==> config.mk <==
export PLATFORM = sky130hd
export DESIGN_NAME = mcsff_ctrl
export DESIGN_NICKNAME = d
export VERILOG_FILES = /design/src/rtl/core/mcsff_pkg.sv /design/src/rtl/core/mcsff_ctrl.sv
export SDC_FILE = /design/constraint.sdc
export NUM_CORES = 1
export LEC_CHECK = 0
export BUFFER_PORTS_ARGS = -buffer_cell sky130_fd_sc_hd__buf_2
export CORE_AREA = 2 2 39 41
export CTS_CLUSTER_SIZE = 16
export DETAILED_ROUTE_END_ITERATION = 7
export DIE_AREA = 0 0 41 43
export PLACE_DENSITY_LB_ADDON = 0.1
export SETUP_SLACK_MARGIN = 0.05
export SLEW_MARGIN = 20
export SYNTH_ARGS = -nofsm -noshare
export SYNTH_HDL_FRONTEND = slang
export SYNTH_SLANG_ARGS = --single-unit
==> constraint.sdc <==
create_clock -name clk -period 1.56 [get_ports clk]
set_clock_uncertainty 0.15 [all_clocks]
set_input_delay 0.234 -clock clk [delete_from_list [all_inputs] [get_ports clk]]
set_output_delay 0.234 -clock clk [all_outputs]
set_load 0.02 [all_outputs]
==> src/rtl/core/mcsff_pkg.sv <==
`default_nettype none
package mcsff_pkg;
	localparam int MaxRows = 64;
	localparam int MaxCols = 64;
	localparam int Cells = MaxRows * MaxCols;
	localparam int AddrW = $clog2(Cells);
	localparam int RcW = $clog2(MaxRows);
	localparam int DepthW = 10;
	localparam int SumW = 22;
	localparam int CfgW = 7;
	localparam int SpW = AddrW + 1;
	localparam logic [SumW-1:0] SumMax = {SumW{1'b1}};

	typedef enum logic [0:0] {
		REG_ROWS = 1'b0,
		REG_COLS = 1'b1
	} reg_idx_t;

	typedef enum logic [3:0] {
		ST_LOAD,
		ST_CLEAR,
		ST_SCAN_RD,
		ST_SCAN_CHK,
		ST_POP_RD,
		ST_POP_CHK,
		ST_NB_RD,
		ST_NB_CHK,
		ST_REGION_END,
		ST_OUT
	} state_t;

	typedef struct packed {
		logic load_wr;
		logic clr_step;
		logic scan_rd;
		logic scan_chk;
		logic pop_rd;
		logic pop_chk;
		logic nb_rd;
		logic nb_chk;
		logic region_end;
		logic out_valid;
		logic init;
	} ctrl_t;

	typedef struct packed {
		logic load_last;
		logic clr_done;
		logic scan_done;
		logic stack_empty;
		logic nb_last;
	} stat_t;
endpackage
`default_nettype wire

==> src/rtl/core/mcsff_ctrl.sv <==
`default_nettype none
module mcsff_ctrl (
	input  wire logic              clk,
	input  wire logic              arst_n,
	input  wire logic              in_fire,
	input  wire logic              out_fire,
	input  wire mcsff_pkg::stat_t  stat,
	output mcsff_pkg::ctrl_t       ctrl,
	output logic                   in_ready
);
	import mcsff_pkg::*;

	state_t state_q, state_d;

	always_ff @(posedge clk or negedge arst_n) begin
		if (!arst_n) begin
			state_q <= ST_LOAD;
		end else begin
			state_q <= state_d;
		end
	end

	always_comb begin
		state_d = state_q;
		case (state_q)
			ST_LOAD: if (in_fire && stat.load_last) state_d = ST_CLEAR;
			ST_CLEAR: if (stat.clr_done) state_d = ST_SCAN_RD;
			ST_SCAN_RD: state_d = ST_SCAN_CHK;
			ST_SCAN_CHK: begin
				if (stat.scan_done) state_d = ST_OUT;
				else if (!stat.stack_empty) state_d = ST_POP_RD;
				else state_d = ST_SCAN_RD;
			end
			ST_POP_RD: state_d = ST_POP_CHK;
			ST_POP_CHK: state_d = ST_NB_RD;
			ST_NB_RD: state_d = ST_NB_CHK;
			ST_NB_CHK: begin
				if (!stat.nb_last) state_d = ST_NB_RD;
				else if (stat.stack_empty) state_d = ST_REGION_END;
				else state_d = ST_POP_RD;
			end
			ST_REGION_END: state_d = ST_SCAN_RD;
			ST_OUT: if (out_fire) state_d = ST_LOAD;
			default: state_d = ST_LOAD;
		endcase
	end

	always_comb begin
		ctrl = '0;
		in_ready = 1'b0;
		case (state_q)
			ST_LOAD: begin
				in_ready = 1'b1;
				ctrl.load_wr = in_fire;
				ctrl.init = in_fire && stat.load_last;
			end
			ST_CLEAR: ctrl.clr_step = 1'b1;
			ST_SCAN_RD: ctrl.scan_rd = 1'b1;
			ST_SCAN_CHK: ctrl.scan_chk = 1'b1;
			ST_POP_RD: ctrl.pop_rd = 1'b1;
			ST_POP_CHK: ctrl.pop_chk = 1'b1;
			ST_NB_RD: ctrl.nb_rd = 1'b1;
			ST_NB_CHK: ctrl.nb_chk = 1'b1;
			ST_REGION_END: ctrl.region_end = 1'b1;
			ST_OUT: ctrl.out_valid = 1'b1;
			default: ctrl = '0;
		endcase
	end

`ifndef SYNTHESIS
	a_ready_load: assert property (@(posedge clk) disable iff (!arst_n)
		in_ready |-> !ctrl.out_valid) else $error("ready while holding result");
	a_out_hold: assert property (@(posedge clk) disable iff (!arst_n)
		(ctrl.out_valid && !out_fire) |=> ctrl.out_valid) else $error("result dropped");
	a_nb_after_rd: assert property (@(posedge clk) disable iff (!arst_n)
		ctrl.nb_rd |=> ctrl.nb_chk) else $error("neighbour check missing");
`endif
endmodule
`default_nettype wire

# Word level (Yosys, flattened, before mapping)
# Cells that the tools add are included.
# classes
n_addsub	0
n_mul	0
div	0
magnitude_cmp	0
n_eq_ne	12
shifts	0
muxes	20
bitwise_logic	0
n_reduce_logical	3
# ops
op	n
case mux 4 bit (10 select lines)	1
two-way mux 4 bit	6
== test 4 x 3 -> 1 bit, second input constant	4
two-way mux 1 bit	12
== test 4 x 2 -> 1 bit, second input constant	2
== test 4 bit, second input constant	2
!= test 2 bit, second input constant	3
== test 4 x 1 -> 1 bit, second input constant	1
zero test 4 bit	1
two-way mux 3 bit	1
AND reduction 3 bit	1
logical AND 1 bit	1
# totals
ff_bits	4
latch_bits	0
ramBits	0
rom_bits	0
word_cells	36
n_memories	0

# Longest topological paths before layout
# Gate-level depths: netlist of run 1.
# depth
ltp_word	3
ltp_mapped	4
depth_no_buf	3

# Worst setup path before layout of run 1
# OpenSTA, ideal clock, no wires.
# synth_path
path_kind	register to output
startpoint	register state_q[1]
endpoint	output port ctrl[0] (netlist bit)
t_arrival_ns	1.296
path_slack_ns	-0.120
path_stages_with_launch	3
n_path_buf	0
path_cell_list	dfrtp_1 nor4_4 and3_1
# synth_lines
item	line_no	rtl
start, declared	mcsff_ctrl.sv:13	state_t state_q, state_d;
start signal, assigned	mcsff_ctrl.sv:19	state_q <= state_d;
end, declared	mcsff_ctrl.sv:8	output mcsff_pkg::ctrl_t ctrl,

==> results of run 1 <==
==> layer usage <==
layer	vias up	share of wire
li1	268	-
met1	256	0.40
met2	13	0.57
met3	0	0.035
met4	0	0
met5	-	0
==> worst min-delay path, stage by stage <==
cell and delay [ps]:
buf_2 100, o21bai_1 100, a21oi_1 60
==> where the power goes <==
| group | leakage, nW | internal, mW | total [mW] | switching (mW) |
|---|---|---|---|---|
| sequential | 0.0434 | 0.160 | 0.248 | 0.0875 |
| combinational | 0.356 | 0.787 | 1.46 | 0.678 |
| clock | 0.0150 | 0.0964 | 0.145 | 0.0489 |
==> kinds of logic (layout without fill, tap and decap cells) <==
kind of cell / after synthesis / count (layout) / share of synthesized area
buf+inv: 4 / 45 / 0.0687
mux: 1 / 1 / 0.0239
flops: 4 / 4 / 0.239
compound gates: 10 / 10 / 0.191
simple gates: 31 / 31 / 0.478
==> final timing paths <==
path                                         from                      to  slack, ps
setup / recovery           state_q[2]$_DFFE_PN0P_                 ctrl[0]       -140
hold / removal                            stat[1]  state_q[2]$_DFFE_PN0P_        140
setup reg to reg           state_q[1]$_DFFE_PN0P_  state_q[3]$_DFFE_PN0P_        -50
hold reg to reg            state_q[3]$_DFFE_PN0P_  state_q[2]$_DFFE_PN0P_        600
max in group asynchronous                  arst_n  state_q[1]$_DFFE_PN0P_        960
min in group asynchronous                  arst_n  state_q[2]$_DFFE_PN0P_        170
==> repair_timing <==
item | in CTS | in global routing
pin swaps | 6 | 10
gates resized for setup | 32 | 22
endpoints found under the hold margin | 4 | 0
endpoints found under the setup margin | 12 | 15
hold buffers | 1 | 0
buffers inserted | 6 | 5
==> synthesized netlist by cell type <==
master,number
a21o_1,1
a21oi_1,2
a221oi_2,1
a31oi_1,1
and2_1,2
and3_1,1
and3b_1,1
and4_1,1
buf_2,2
buf_4,1
buf_6,1
dfrtp_1,4
mux2i_1,1
nand2_1,4
nand2b_1,5
nand3_1,1
nand3b_1,2
nor2_1,4
nor2b_1,1
nor3_1,5
nor4_1,1
nor4_4,1
nor4b_2,1
o21a_1,1
o21bai_1,2
o311a_1,1
o32ai_1,1
or3b_1,1
==> cells in the final DEF (no fill, tap or decap), types with 2 or more instances in the layout <==
cell / netlist / routed
and2_4: 0 / 2
buf_2: 2 / 8
buf_4: 1 / 12
buf_6: 1 / 19
clkbuf_4: 0 / 3
dfrtp_2: 0 / 4
nand2_1: 4 / 3
nand2b_1: 5 / 2
nand2b_4: 0 / 3
nand3b_1: 2 / 2
nor2_4: 0 / 4
nor3_2: 0 / 3
o21bai_1: 2 / 2
==> stage by stage <==
stage / cell area, um^2 / hold WS, ps / setup TNS, ps / power [mW]
global route: 933 / 169 / -1570 / 1.96
CTS: 812 / 139 / -1160 / 1.56
global placement: 622 / -110 / 0 / 1.09
finish: 933 / 142 / -974 / 1.86
detailed placement: 622 / -110 / 0 / 1.08
floorplan: 443 / -212 / -129 / 0.785
==> layout make-up <==
class / count / area (um^2)
Clock buffer: 4 / 26.3
Fill cell: 113 / 450
Multi-Input combinational cell: 42 / 408
Sequential cell: 4 / 105
Tap cell: 16 / 20.0
Timing Repair Buffer: 41 / 374
==> impl_metrics.env, run 1 <==
export IMPL_outcome="finished with violations"
export IMPL_violations="negative setup slack"
export IMPL_hold_class="primary input to flip-flop"
export IMPL_slowest_stage="dfrtp_2"
export IMPL_yosysSeqAreaShare=0.239
export IMPL_path_class="flip-flop to primary output"
export IMPL_grtUsageMet3=0.0157
export IMPL_vdd_drop_max_mv=0.962
export IMPL_cp_required_ps=1180
export IMPL_cts_sinks=4
export IMPL_rsz0062_at_grt="true"
export IMPL_num_vias=537
export IMPL_dp_slack_ps=52.6
export IMPL_top_register="state_q"
export IMPL_yosysWarnings=0
export IMPL_met1_usage=0.193
export IMPL_arrival_ps=1320
export IMPL_largestRegisters="state_q (4)"
export IMPL_wl_mm=1.45
export IMPL_cts_tree="built"
export IMPL_final_nets=101
export IMPL_crit_cells=3
export IMPL_cp_cell_sequence="nor4_4 > and3_4 > buf_6"
export IMPL_start_util=0.303
export IMPL_fin_util=0.675
export IMPL_gr_usage_met2=0.244
export IMPL_largest_register_ffs=4
export IMPL_setup_violations=12
export IMPL_grt_antenna_before_repair=0
export IMPL_clockBufferDepth=2
export IMPL_row_count=14
export IMPL_max_stage_delay_ps=430
export IMPL_finalHoldViolCount=0
export IMPL_slew_violations=0
export IMPL_ios=21
export IMPL_worst_slew_pin_slew_ps=244
export IMPL_crit_fanout=3
export IMPL_clk_pin_slew_ps=40
export IMPL_track_usage=0.153
export IMPL_wl_per_cell_um=13.5
export IMPL_dieHeight_um=43
export IMPL_viasPerCell=5.02
export IMPL_relSlewSlack=0.836
export IMPL_clk_latency_ps=240
export IMPL_hpwlAfterDp_um=817
export IMPL_antenna_left=0
export IMPL_cts_made_buffers=3
export IMPL_setup_worst_path_end_class="primary output"
export IMPL_grt_pass1_vias=462
export IMPL_gp_congestion=0.704
export IMPL_p_per_area_nw_per_um2=1990
export IMPL_dp_cells=92
export IMPL_netlist_area_leader_share=0.239
export IMPL_htree_levels=1
export IMPL_syn2layout_area_growth_pct=123
export IMPL_synthDistinctLibCells=28
export IMPL_max_freq_ghz=0.588
export IMPL_dieArea_um2=1760
export IMPL_synth_area_leaders="dfrtp_1 (24%), nand2b_1 (7.5%), nor3_1 (6.0%), nor4_4 (5.1%), a221oi_2 (3.6%)"
export IMPL_grt_pass1_wl_mm=1.84
export IMPL_synthCells=50
export IMPL_critical_path_top_delay_family="simple AND/OR/NAND/NOR gates"
export IMPL_grt_busiest_layer="met2"
export IMPL_grt_max_degree=16
export IMPL_drive_gt1_frac=0.747
export IMPL_setup_slack_ps=-139
export IMPL_post_route_period_util=1.09
export IMPL_diodes=0
export IMPL_hold_depth=3
export IMPL_coreArea_um2=1380
export IMPL_critical_path_buf_inv_count=1
export IMPL_cap_violations=0
export IMPL_power_leakage_nw=0.415
export IMPL_die_w_um=41
export IMPL_synth_nets=59
export IMPL_period_minus_slack_ps=1700
export IMPL_critPathLaunchType="flip-flop"
export IMPL_final_cell_count_no_fill=107
export IMPL_ys_ff_latch=4
export IMPL_route_detailed_drc=0
export IMPL_r2r_cells=5
export IMPL_initialDrtViolationCount=4
export IMPL_synth_area_leader_cell="dfrtp_1"
export IMPL_syn_area_per_cell_um2=8.38
export IMPL_gr_total_overflow=0
export IMPL_root_buffer="clkbuf_4"
export IMPL_drtPass1Iterations=4
export IMPL_synth_cell_area_um2=419
export IMPL_io_buffers=20
Power figures use the tool's default switching activity.
==> run 2: changes to the inputs <==
--- a/config.mk
+++ b/config.mk
@@ -12,6 +12,7 @@
 export DIE_AREA = 0 0 41 43
 export PLACE_DENSITY_LB_ADDON = 0.1
 export SETUP_SLACK_MARGIN = 0.05
+export SKIP_CTS_REPAIR_TIMING = 1
 export SLEW_MARGIN = 20
 export SYNTH_ARGS = -nofsm -noshare
 export SYNTH_HDL_FRONTEND = slang
==> run 2 against run 1 <==
The flow still finishes with violations (negative setup slack). Non-clock buffer count decreased by 6. Sequential cell count unchanged. Die area stayed put. Largest cell class unchanged.
==> impl_metrics.env, run 2 (synthesized netlist as in run 1, its figures left out) <==
export IMPL_clockBufferDepth=2
export IMPL_root_buffer="clkbuf_4"
export IMPL_gr_total_overflow=0
export IMPL_period_minus_slack_ps=1740
export IMPL_arrival_ps=1350
export IMPL_antenna_left=0
export IMPL_slew_violations=0
export IMPL_cap_violations=0
export IMPL_io_buffers=20
export IMPL_wl_mm=1.08
export IMPL_gp_congestion=0.704
export IMPL_p_per_area_nw_per_um2=1910
export IMPL_largestRegisters="state_q (4)"
export IMPL_grt_busiest_layer="met2"
export IMPL_finalPower_mw=1.52
export IMPL_final_nets=95
export IMPL_route_detailed_drc=0
export IMPL_setup_slack_ps=-177
export IMPL_fin_hold_ws_ps=139
export IMPL_drive_gt1_frac=0.659
export IMPL_setup_violations=11
export IMPL_rsz0062_at_grt="true"
export IMPL_num_vias=511
export IMPL_start_util=0.303
export IMPL_wl_per_cell_um=10.7
export IMPL_final_common_cell="buf_4"
export IMPL_cts_tree="built"
export IMPL_clk_pin_slew_ps=40
export IMPL_grt_antenna_before_repair=0
export IMPL_cp_cell_sequence="nor4_4 > and3_4 > buf_6"
export IMPL_cts_made_buffers=3
export IMPL_dp_slack_ps=52.6
export IMPL_viasPerCell=5.06
export IMPL_outcome="finished with violations"
export IMPL_max_stage_delay_ps=450
export IMPL_crit_fanout=6
export IMPL_regToRegSetupSlack_ps=40
export IMPL_finalHoldViolCount=0
export IMPL_gr_usage_met2=0.206
export IMPL_syn2layout_area_growth_pct=90.4
export IMPL_cts_sinks=4
export IMPL_layout_common_cells="buf_4 (15), buf_2 (9), buf_6 (9)"
export IMPL_setup_worst_path_end_class="primary output"
export IMPL_hold_depth=3
export IMPL_slowest_stage="dfrtp_2"
export IMPL_grt_pass1_wl_mm=1.61
export IMPL_relSlewSlack=0.822
export IMPL_critical_path_buf_inv_count=1
export IMPL_die_w_um=41
export IMPL_met1_usage=0.170
export IMPL_violations="negative setup slack"
export IMPL_fin_area_um2=798
export IMPL_dieHeight_um=43
export IMPL_row_count=14
export IMPL_final_setup_tns_ps=-970
export IMPL_largest_register_ffs=4
export IMPL_grtUsageMet3=0.0157
export IMPL_worst_slew_pin_slew_ps=265
export IMPL_post_route_period_util=1.11
export IMPL_power_leakage_nw=0.354
export IMPL_postPlaceCellArea_um2=622
export IMPL_critical_path_top_delay_family="simple AND/OR/NAND/NOR gates"
export IMPL_dieArea_um2=1760
export IMPL_nFillCells=119
export IMPL_hold_class="primary input to flip-flop"
export IMPL_grt_max_degree=16
export IMPL_crit_cells=3
export IMPL_path_class="flip-flop to primary output"
export IMPL_diodes=0
export IMPL_track_usage=0.134
export IMPL_drtPass1Iterations=4
export IMPL_htree_levels=1
export IMPL_vdd_drop_max_mv=0.835
export IMPL_cp_required_ps=1180
export IMPL_hpwlAfterDp_um=817
export IMPL_r2r_cells=5
export IMPL_coreArea_um2=1380
export IMPL_top_register="state_q"
export IMPL_max_freq_ghz=0.576
export IMPL_ios=21
export IMPL_initialDrtViolationCount=7
export IMPL_critPathLaunchType="flip-flop"
export IMPL_grt_pass1_vias=422
export IMPL_clk_latency_ps=240
[run 2: through the flow]
step	util	cells
after floorplan	-	50
after global placement	0.449	92
after detailed placement	0.449	92
after CTS	0.468	96
after global routing	0.577	101
final	0.577	101
[run 2: worst register-to-register path: cells and delay by family, from the launching register on]
kind,cells,cell delay (ps)
simple gates,2,310
compound gates,1,180
flops,1,450
buf+inv,2,320
[run 2: final timing paths]
kind | endpoint | startpoint
min in group asynchronous | state_q[2]$_DFFE_PN0P_ | arst_n
worst max register to register | state_q[3]$_DFFE_PN0P_ | state_q[1]$_DFFE_PN0P_
worst max-delay path | ctrl[0] | state_q[1]$_DFFE_PN0P_
worst min register to register | state_q[3]$_DFFE_PN0P_ | state_q[0]$_DFFE_PN0P_
max in group asynchronous | state_q[1]$_DFFE_PN0P_ | arst_n
worst min-delay path | state_q[2]$_DFFE_PN0P_ | stat[1]
[run 2: area by class of cell]
| type | count | area [um^2] | share of cell area |
|---|---|---|---|
| clock buffer | 4 | 26.3 | 0.0329 |
| sequential | 4 | 105 | 0.132 |
| multi-input combinational | 42 | 358 | 0.448 |
| tap | 16 | 20.0 | 0.0251 |
| timing repair buffer | 35 | 289 | 0.362 |
[run 2: report_power, final]
| group | internal, mW | total (mW) | switching (mW) |
|---|---|---|---|
| Combinational | 0.594 | 1.14 | 0.542 |
| Clock | 0.0963 | 0.144 | 0.0476 |
| Sequential | 0.160 | 0.240 | 0.0802 |
[run 2: per-layer routing]
layer | vias to the layer above | part of all wire
met5 | - | 0
met4 | 0 | 0.0037
met3 | 2 | 0.051
met2 | 20 | 0.52
met1 | 236 | 0.42
li1 | 253 | -
==> run 3: changes to the inputs <==
--- a/config.mk
+++ b/config.mk
@@ -5,6 +5,7 @@
 export SDC_FILE = /design/constraint.sdc
 export NUM_CORES = 1
 export LEC_CHECK = 0
+export ABC_AREA = 1
 export BUFFER_PORTS_ARGS = -buffer_cell sky130_fd_sc_hd__buf_2
 export CORE_AREA = 2 2 39 41
 export CTS_CLUSTER_SIZE = 16
==> run 3 against run 2 <==
The run still ends with negative setup slack left. Sequential cell count did not move. Sequential power rose by 4%. Maximum frequency rose by 8.3%. Critical path depth rose by 2. Combinational power barely moved. Global-route usage rose by 1.3 points. Utilization fell by 6.5 points. Area after synthesis fell by 14%. Largest power group unchanged.
==> impl_metrics.env, run 3 <==
export IMPL_route_detailed_drc=0
export IMPL_setup_violations=7
export IMPL_max_freq_ghz=0.623
export IMPL_top_register="state_q"
export IMPL_row_count=14
export IMPL_synth_area_leaders="dfrtp_1 (28%), nand2_1 (18%), inv_1 (17%), nor2_1 (14%), nand3_1 (11%)"
export IMPL_start_util=0.260
export IMPL_grt_max_degree=8
export IMPL_netlist_area_leader_share=0.278
export IMPL_setup_slack_ps=-44.2
export IMPL_gr_total_overflow=0
export IMPL_antenna_left=0
export IMPL_synthDistinctLibCells=10
export IMPL_hold_class="primary input to flip-flop"
export IMPL_synthSimpleGateAreaFrac=0.507
export IMPL_cts_sinks=4
export IMPL_final_common_cell="nand2_1"
export IMPL_worst_slew_pin_slew_ps=192
export IMPL_wl_mm=1.11
export IMPL_viasPerCell=4.44
export IMPL_synth_nets=75
export IMPL_dp_slack_ps=127
export IMPL_vdd_drop_max_mv=1.14
export IMPL_cts_made_buffers=3
export IMPL_r2r_cells=7
export IMPL_yosysSeqAreaShare=0.278
export IMPL_grt_antenna_before_repair=0
export IMPL_num_vias=502
export IMPL_finalPower_mw=1.49
export IMPL_cap_violations=0
export IMPL_regToRegSetupSlack_ps=190
export IMPL_drive_gt1_frac=0.557
export IMPL_arrival_ps=1220
export IMPL_dieHeight_um=43
export IMPL_cts_tree="built"
export IMPL_violations="negative setup slack"
export IMPL_postPlaceCellArea_um2=503
export IMPL_root_buffer="clkbuf_4"
export IMPL_outcome="finished with violations"
export IMPL_layout_common_cells="nand2_1 (14), buf_4 (10), inv_1 (9), buf_6 (9), buf_2 (8)"
export IMPL_ys_ff_latch=4
export IMPL_synth_top_family_by_area="simple AND/OR/NAND/NOR gates"
export IMPL_p_per_area_nw_per_um2=2100
export IMPL_post_route_period_util=1.03
export IMPL_synth_area_leader_cell="dfrtp_1"
export IMPL_nFillCells=150
export IMPL_grt_pass1_wl_mm=1.73
export IMPL_synthCells=66
export IMPL_dieArea_um2=1760
export IMPL_critPathLaunchType="flip-flop"
export IMPL_grt_pass1_vias=425
export IMPL_finalHoldViolCount=0
export IMPL_diodes=0
export IMPL_syn_area_per_cell_um2=5.46
export IMPL_drtPass1Iterations=2
export IMPL_slew_violations=0
export IMPL_critical_path_top_delay_family="flip-flops"
export IMPL_largest_register_ffs=4
export IMPL_final_nets=108
export IMPL_path_class="flip-flop to primary output"
export IMPL_synth_cell_area_um2=360
export IMPL_r2r_start="state_q[0]$_DFFE_PN0P_"
export IMPL_track_usage=0.147
export IMPL_synth_edff_count=0
export IMPL_relSlewSlack=0.871
export IMPL_cp_required_ps=1180
export IMPL_cp_cell_sequence="nor2_1 > buf_4 > nand2_4 > nor2_2 > buf_6"
export IMPL_syn2layout_area_growth_pct=96.5
export IMPL_synth_fa_ha_area_frac=0
export IMPL_fin_area_um2=708
export IMPL_period_minus_slack_ps=1600
export IMPL_synthXorXnorAreaFrac=0
export IMPL_ios=21
export IMPL_yosysWarnings=0
export IMPL_initialDrtViolationCount=5
export IMPL_crit_fanout=6
export IMPL_hpwlAfterDp_um=823
export IMPL_synth_top_cells_by_count="nand2_1 (17), inv_1 (16), nor2_1 (13), nand3_1 (8), dfrtp_1 (4)"
export IMPL_clk_pin_slew_ps=40
export IMPL_max_stage_delay_ps=410
export IMPL_synthMuxAreaShare=0
export IMPL_rsz0062_at_grt="true"
export IMPL_largestRegisters="state_q (4)"
export IMPL_crit_end="ctrl[10]"
export IMPL_htree_levels=1
export IMPL_die_w_um=41
export IMPL_synthFlopType="dfrtp_1"
export IMPL_fin_hold_ws_ps=142
export IMPL_worstReg2RegEnd="state_q[1]$_DFFE_PN0P_"
export IMPL_slowest_stage="dfrtp_1"
export IMPL_coreArea_um2=1380
export IMPL_synth_compound_area_share=0.0486
export IMPL_gp_congestion=0.703
export IMPL_yosysMostFrequentCell="nand2_1"
export IMPL_fin_util=0.512
export IMPL_startpoint="state_q[2]$_DFFE_PN0P_"
export IMPL_critical_path_buf_inv_count=2
export IMPL_crit_cells=5
export IMPL_async_flop_share=1.00
export IMPL_power_leakage_nw=0.402
export IMPL_clk_latency_ps=240
export IMPL_setup_worst_path_end_class="primary output"
export IMPL_wl_per_cell_um=9.78
export IMPL_clockBufferDepth=2
export IMPL_io_buffers=20
[run 3: cell count changes in the layout (fill, tap and decap cells not counted), sizes merged, moves of 3 or more]
cell / before / now
nand2: 4 / 17
nor3: 5 / 2
inv: 0 / 16
nand3: 1 / 8
buf: 34 / 27
nor2: 4 / 15
nand2b: 5 / 0
[run 3: power by group]
group          internal, mW  total [mW]  switching [mW]
sequential            0.158       0.249          0.0908
clock                0.0862       0.131          0.0447
combinational         0.497        1.11           0.610
[run 3: logic make-up after synthesis]
logic type,after synthesis
buffers and inverters,16
AOI/OAI and AO/OA,3
and+or+nand+nor,43
DFF,4
[run 3: metrics by stage]
step / instances / TNS (ps)
global route: 113 / -812
floorplan: 66 / 0
global placement: 105 / 0
detailed placement: 105 / 0
CTS: 108 / -964
finish: 113 / -137
[run 3: worst min path at each step]
| stage | to | cells after the start | from |
|---|---|---|---|
| 2_1_floorplan | state_q[0]$_DFFE_PN0P_ | 0 | arst_n |
| 3_5_place_dp | state_q[2]$_DFFE_PN0P_ | 1 | arst_n |
| 5_1_grt | state_q[2]$_DFFE_PN0P_ | 4 | stat[1] |
| 3_3_place_gp | state_q[2]$_DFFE_PN0P_ | 1 | arst_n |
| 4_1_cts | state_q[0]$_DFFE_PN0P_ | 1 | arst_n |
| 6_report | state_q[3]$_DFFE_PN0P_ | 3 | stat[2] |
[run 3: area by class of cell]
cell class	count	area [um^2]	area share
multi-input cells	46	273	0.385
repair buffers	28	226	0.320
flip-flops and latches	4	104	0.147
inverters	16	62.6	0.0883
clock buffers	3	22.5	0.0318
well taps	16	20.0	0.0283
[run 3: worst min-delay path, cell delays in order]
cell,delay (ps)
buf_2,100
nand2_1,70
o211ai_1,90
[run 3: metal layers]
layer	wire length, um	share of wire	GRT usage
met5	0	0	0
met4	14	0.013	0.0800
met3	65	0.059	0.0471
met2	572	0.52	0.213
met1	452	0.41	0.186
